===== src/rtl/prrts_pkg.sv =====
// Shared types and constants for the priority round-robin thread scheduler.
// No dependencies.
`timescale 1ns / 1ps
`default_nettype none

package prrts_pkg;

    typedef struct packed {
        logic [2:0]  command;
        logic [5:0]  slot;
        logic [7:0]  priority_req;
        logic [31:0] wait_object;
        logic        timed;
        logic [47:0] deadline;
        logic [47:0] now;
    } t_sched_in;

    typedef struct packed {
        logic [5:0]  current_thread;
        logic        switched;
        logic        idle;
        logic [22:0] timer_usec;
        logic        status;
    } t_sched_out;

    // one thread slot as it travels round the ring
    typedef struct packed {
        logic        valid;
        logic [2:0]  st;
        logic [7:0]  prio;
        logic [31:0] obj;
        logic [47:0] dl;
    } t_slot_rec;

    localparam logic [2:0] CMD_ADD     = 3'd0;
    localparam logic [2:0] CMD_REMOVE  = 3'd1;
    localparam logic [2:0] CMD_SETPRIO = 3'd2;
    localparam logic [2:0] CMD_WAIT    = 3'd3;
    localparam logic [2:0] CMD_WAKEALL = 3'd4;
    localparam logic [2:0] CMD_WAKE1   = 3'd5;
    localparam logic [2:0] CMD_TICK    = 3'd6;
    localparam logic [2:0] CMD_YIELD   = 3'd7;

    localparam logic [2:0] ST_STOP  = 3'd0;
    localparam logic [2:0] ST_RUN   = 3'd1;
    localparam logic [2:0] ST_WAIT  = 3'd2;
    localparam logic [2:0] ST_TWAIT = 3'd3;

    localparam logic [47:0] TIMER_MIN     = 48'd20;
    localparam logic [47:0] TIMER_MAX     = 48'd4194304;
    localparam logic [47:0] NO_WAKE_USEC  = 48'd10000000;
    localparam logic [22:0] QUANTUM_RESET = 23'd10000;

endpackage

`default_nettype wire


===== src/rtl/prrts_cell.sv =====
// One thread slot of the scheduler ring: holds the slot and takes its
// neighbour's slot on every shift. Depends on prrts_pkg.
`timescale 1ns / 1ps
`default_nettype none

module prrts_cell
    import prrts_pkg::*;
#(
    parameter bit RESET_VALID = 1'b0
) (
    input  wire logic      i_clk,
    input  wire logic      i_rst_n,
    input  wire logic      i_shift,
    input  wire t_slot_rec i_d,
    output t_slot_rec      o_q
);

    logic        r_valid;
    logic [2:0]  r_st;
    logic [7:0]  r_prio;
    logic [31:0] r_obj;
    logic [47:0] r_dl;

    always_ff @(posedge i_clk) begin
        if (!i_rst_n) begin
            r_valid <= RESET_VALID;
            r_st    <= RESET_VALID ? ST_RUN : ST_STOP;
            r_prio  <= 8'd0;
        end else if (i_shift) begin
            r_valid <= i_d.valid;
            r_st    <= i_d.st;
            r_prio  <= i_d.prio;
        end
    end

    always_ff @(posedge i_clk) begin
        if (i_shift) begin
            r_obj <= i_d.obj;
            r_dl  <= i_d.dl;
        end
    end

    assign o_q = '{valid: r_valid, st: r_st, prio: r_prio, obj: r_obj, dl: r_dl};

endmodule

`default_nettype wire


===== src/rtl/prrts_ring.sv =====
// Ring of thread slot cells; slot at the head is seen by the sequencer and
// the edited slot re-enters at the tail. Depends on prrts_pkg, prrts_cell.
`timescale 1ns / 1ps
`default_nettype none

module prrts_ring
    import prrts_pkg::*;
#(
    parameter int THREADS = 64
) (
    input  wire logic      i_clk,
    input  wire logic      i_rst_n,
    input  wire logic      i_shift,
    input  wire t_slot_rec i_tail,
    output t_slot_rec      o_head
);

    t_slot_rec w_q [THREADS];

    for (genvar k = 0; k < THREADS; k++) begin : g_cell
        t_slot_rec w_d;
        if (k == THREADS - 1) begin : g_last
            assign w_d = i_tail;
        end else begin : g_mid
            assign w_d = w_q[k+1];
        end
        prrts_cell #(.RESET_VALID(k == 0)) u_cell (
            .i_clk   (i_clk),
            .i_rst_n (i_rst_n),
            .i_shift (i_shift),
            .i_d     (w_d),
            .o_q     (w_q[k])
        );
    end

    assign o_head = w_q[0];

endmodule

`default_nettype wire


===== config.mk =====
export PLATFORM = sky130hd
export DESIGN_NAME = prrts_ring
export DESIGN_NICKNAME = d
export VERILOG_FILES = /design/src/rtl/prrts_pkg.sv /design/src/rtl/prrts_cell.sv /design/src/rtl/prrts_ring.sv
export SDC_FILE = /design/constraint.sdc
export NUM_CORES = 2
export LEC_CHECK = 0
export ABC_CLOCK_PERIOD_IN_PS = 2400
export BUFFER_PORTS_ARGS = -buffer_cell sky130_fd_sc_hd__buf_2
export CORE_MARGIN = 4
export CORE_UTILIZATION = 44
export CTS_CLUSTER_DIAMETER = 200
export DETAILED_ROUTE_END_ITERATION = 8
export PLACE_DENSITY = 0.71
export SYNTH_ARGS = -nofsm -noshare
export SYNTH_HDL_FRONTEND = slang
export SYNTH_SLANG_ARGS = --single-unit

===== constraint.sdc =====
create_clock -name i_clk -period 2.4 [get_ports i_clk]
set_clock_uncertainty 0.15 [all_clocks]
set_input_delay 0.48 -clock i_clk [delete_from_list [all_inputs] [get_ports i_clk]]
set_output_delay 0.48 -clock i_clk [all_outputs]
set_load 0.02 [all_outputs]

# Word-level counts from Yosys, hierarchy flattened
# Cells that the tools add are included.
# W data, S select, Z words.
[totals]
out_inout_bits = 92
input_bits = 95
register_bits = 5888
wordCells = 320

# Depth between registers and ports, before layout
[logic_depth]
ltp_word = 0
mapped_depth = 6
depth_no_buf = 2

# Cells and area by module
# A second synthesis with hierarchy kept.
[unflattened]
hier_cells = 7616
area_unflattened_um2 = 183050.6
[modules_own_cells]
columns = ["module", "seq_area_each_um2", "area_per_inst_um2", "cells_each", "instances"]
rows = [
  ["prrts_cell (g_cell[10].u_cell ...)", 2642.5, 2860.2, 119, 63],
  ["prrts_cell (g_cell[0].u_cell)", 2642.5, 2855.2, 119, 1],
]

# Least setup slack after synthesis
# OpenSTA, ideal clock, no wires.
[synth_path]
path_kind = "input to register"
startpoint = "in i_shift"
endpoint = "reg g_cell[0].u_cell.r_st[0]"
setup_time_ns = 0.124
n_path_buf = 4
required_ns = 2.126
slack_ns = 0.828
cell_stages = 6
arrival_time_ns = 1.297
cell_sequence = "buf_2 buf_6 buf_8 buf_8 mux2i_1 nand2_1"
[synth_lines]
columns = ["element", "line_no", "source"]
rows = [
  ["start: declaration", "prrts_ring.sv:13", "input wire logic i_shift,"],
  ["end signal: assignment", "prrts_cell.sv:27", "r_st <= RESET_VALID ? ST_RUN : ST_STOP;"],
  ["end signal: assignment", "prrts_cell.sv:31", "r_st <= i_d.st;"],
  ["end: declaration", "prrts_cell.sv:19", "logic [2:0] r_st;"],
]

==> key figures <==
Timing
  – Tcrit/Tclk final: 96.1%
  – # setup viols final: 0
  – Final min period: 2.31 ns
  – F_max: 0.434 GHz
  – Final slew viol count: 0
  – Worst path setup slack after routing: 0.0944 ns
  – Worst-Margin Slew: 0.759 ns
  – Final Hold Viols: 0
  – RSZ-0062 raised after global routing: yes
  – Worst slew margin: 49.4%
  – Hold_ws: 0.133 ns

Pwr
  – Total power: 0.207 W
  – Pwr/cell area: 972 nW/um^2
  – Leak: 73.8 nW
  – Maximum VDD drop: 0.615 mV

Hold path
  – Worst hold endpoint: g_cell[63].u_cell.r_prio[7]
  – Worst Hold Launch: i_tail[87]
  – Worst Hold Class: in2reg
  – Hold Crit Depth: 4

Synth
  – Area fraction of the dominant cell type after synthesis: 83.9%
  – Mapped Cells: 7596
  – Syn Nets: 7691
  – Post-Syn Area per Cell: 24.1 sq um
  – Yosys cell types: 11
  – Post-synthesis sequential area ratio: 92.3%
  – Biggest area consumer among synthesized cells: edfxtp_1
  – FF+latch count, synth: 5888
  – Post-synthesis cell area: 183000 sq um
  – Top cells by area, synth: edfxtp_1 (84%), dfxtp_1 (8.4%), mux2i_1 (4.2%), nor2b_1 (2.6%), buf_12 (0.60%)
  – Synth warn: 0

Cells and area
  – Synth-to-Final Area Change: 16.4%
  – Most frequent cells in the layout: edfxtp_1 (5120), mux2i_1 (768), dfxtp_1 (768), nor2b_1 (766), clkbuf_16 (596)
  – Share of cells above drive strength 1: 14.3%
  – Multi-input gate area: 12500 sq um
  – Commonest non-fill, non-tap cell in the layout: edfxtp_1
  – Finished Cell Area: 213000 sq um
  – Layout filler cell count: 31800
  – Reg area: 169000 sq um
  – Nets@finish: 8786
  – Post-route insts no fill: 14600

Critical path
  – Reg2Reg Depth: 3
  – Top cell by count, worst path: buf_12
  – Worst R2R Start: g_cell[63].u_cell.r_st[2]
  – Worst EP arrival: 3.02 ns
  – CP Class: in2reg
  – Worst-path maximum fanout: 36
  – Setup crit start kind: input port
  – RR Endpoint: g_cell[63].u_cell.r_st[2]
  – Critical Path RT: 3.11 ns
  – CP endpoint kind: flop
  – Slowest cell delay on critical path: 0.57 ns
  – CP Cell Sequence: dlygate4sd3_1 > buf_12 > buf_12 > buf_12 > buf_12 > mux2i_1 > nor2b_1 > dlygate4sd3_1
  – Worst reg2reg setup slack: 1.10 ns
  – Slowest cell on crit path: dlygate4sd3_1

Clock tree
  – Max clock buf depth: 4
  – CTS tree: built
  – Setup Fix Bufs, Post-CTS: 0
  – Clock root buffer: clkbuf_16
  – Clock sinks: 5888
  – Skew-Pair Late Insertion Delay: 0.99 ns
  – Clock transition at path regs: 0.06 ns
  – H-tree levels: 6
  – CTS buffer count: 579

Routing
  – Vias per inst: 4.42
  – Antenna Nets Post-Route: 0
  – Final wirelength: 200000 um
  – Routed WL per cell: 13.7 um
  – Vias: 64700
  – TritonRoute pass-1 iters: 5
  – DRC: 0
  – Drt first-iter violations: 3881

Die
  – Io pins: 187
  – Die Width: 653 um
  – Site Rows: 236
  – Core Region: 414000 sq um
  – Initial Utilization: 44.3%
  – Die area: 427000 sq um
  – Chip Height: 653 um

Place
  – Final Wtd Congestion: 0.656
  – DP Area: 193000 sq um
  – Pre-CTS setup slack: 0.158 ns
  – DPL Wire Length: 103000 um
  – Number of placed instances, taps included: 13400
  – IO buf count: 186

GRT
  – Total gr overflow: 0
  – Initial antenna violation count: 3
  – GRT met1 Usage: 11.9%
  – Top Usage Layer GRT: met2
  – Largest net degree at the start of global routing: 156
  – Overall Global Routing Usage: 9.21%
  – GRT met3 Usage: 2.38%
  – Vias in the first global route: 67000
  – Grt met2 use: 15.0%
  – First-pass GRT wire length: 333000 um

Run status
  – Status: completed

Job
  – Max_cap viols: 0
==> sequential cells by signal, indices dropped and copies added, names as in the netlist <==
| name | cells |
|---|---|
| g_cell.u_cell.r_dl | 3072 |
| g_cell.u_cell.r_obj | 2048 |
| g_cell.u_cell.r_prio | 512 |
| g_cell.u_cell.r_st | 192 |
| g_cell.u_cell.r_valid | 64 |
==> worst max-delay path, delay by kind of cell <==
| kind | cells | cell delay (ns) |
|---|---|---|
| AND/OR/NAND/NOR | 1 | 0.06 |
| multiplexers | 1 | 0.22 |
| buffers and inverters | 6 | 2.10 |
==> power by group <==
part | switching, W | leakage [nW] | total [W] | internal (W)
Sequential | 0.00119 | 56.3 | 0.118 | 0.117
Combinational | 0.00236 | 8.58 | 0.00364 | 0.00128
Clock | 0.0357 | 8.96 | 0.0856 | 0.0498
==> final cells by class <==
type | instances | share of cell area (%)
Antenna cell | 1 | 0.00117
Clock buffer | 756 | 7.38
Clock inverter | 287 | 1.22
Multi-Input combinational cell | 1536 | 5.86
Sequential cell | 5888 | 79.3
Tap cell | 5474 | 3.21
Timing Repair Buffer | 686 | 3.01
==> cell usage after synthesis, drive strengths merged <==
library cell     n
clkbuf          78
nand2            2
buf             94
edfxtp        5120
nor2b          766
dfxtp          768
mux2i          768
==> stage by stage <==
stage | TNS [ns] | util [%]
CTS | -0.0693 | 51.5
global placement | 0 | 46.7
finish | 0 | 51.5
global route | -0.0543 | 51.5
floorplan | 0 | -
detailed placement | 0 | 46.7
==> worst max-delay path by stage <==
stage,startpoint,end,depth (start not counted)
6_report,i_shift,g_cell[63].u_cell.r_st[2],8
5_1_grt,g_cell[0].u_cell.r_dl[32],o_head[32],1
2_1_floorplan,i_shift,g_cell[0].u_cell.r_st[0],6
3_5_place_dp,i_shift,g_cell[61].u_cell.r_dl[3],3
4_1_cts,g_cell[0].u_cell.r_dl[32],o_head[32],1
3_3_place_gp,i_shift,g_cell[37].u_cell.r_obj[28],4
==> cells by family (layout without fill, tap and decap cells) <==
logic type	count (synthesis)	after routing	share of synthesized area, %
other	0	1	0
AND/OR/NAND/NOR	768	768	2.62
buffers and inverters	172	1729	0.909
flip-flops	5888	5888	92.3
multiplexers	768	768	4.19
==> repair_timing <==
item                                   4_1_cts  5_1_grt
resized for setup                            2        0
pin swaps                                    0        0
setup endpoints to repair                    1        1
endpoints found under the hold margin      495        0
hold buffers                               174        0
==> per-layer routing <==
metal	vias to the layer above	wire, um
met5	-	0
met4	0	6130
met3	478	9470
met2	858	96800
met1	31800	87700
li1	31500	-
Power figures use the tool's default switching activity.
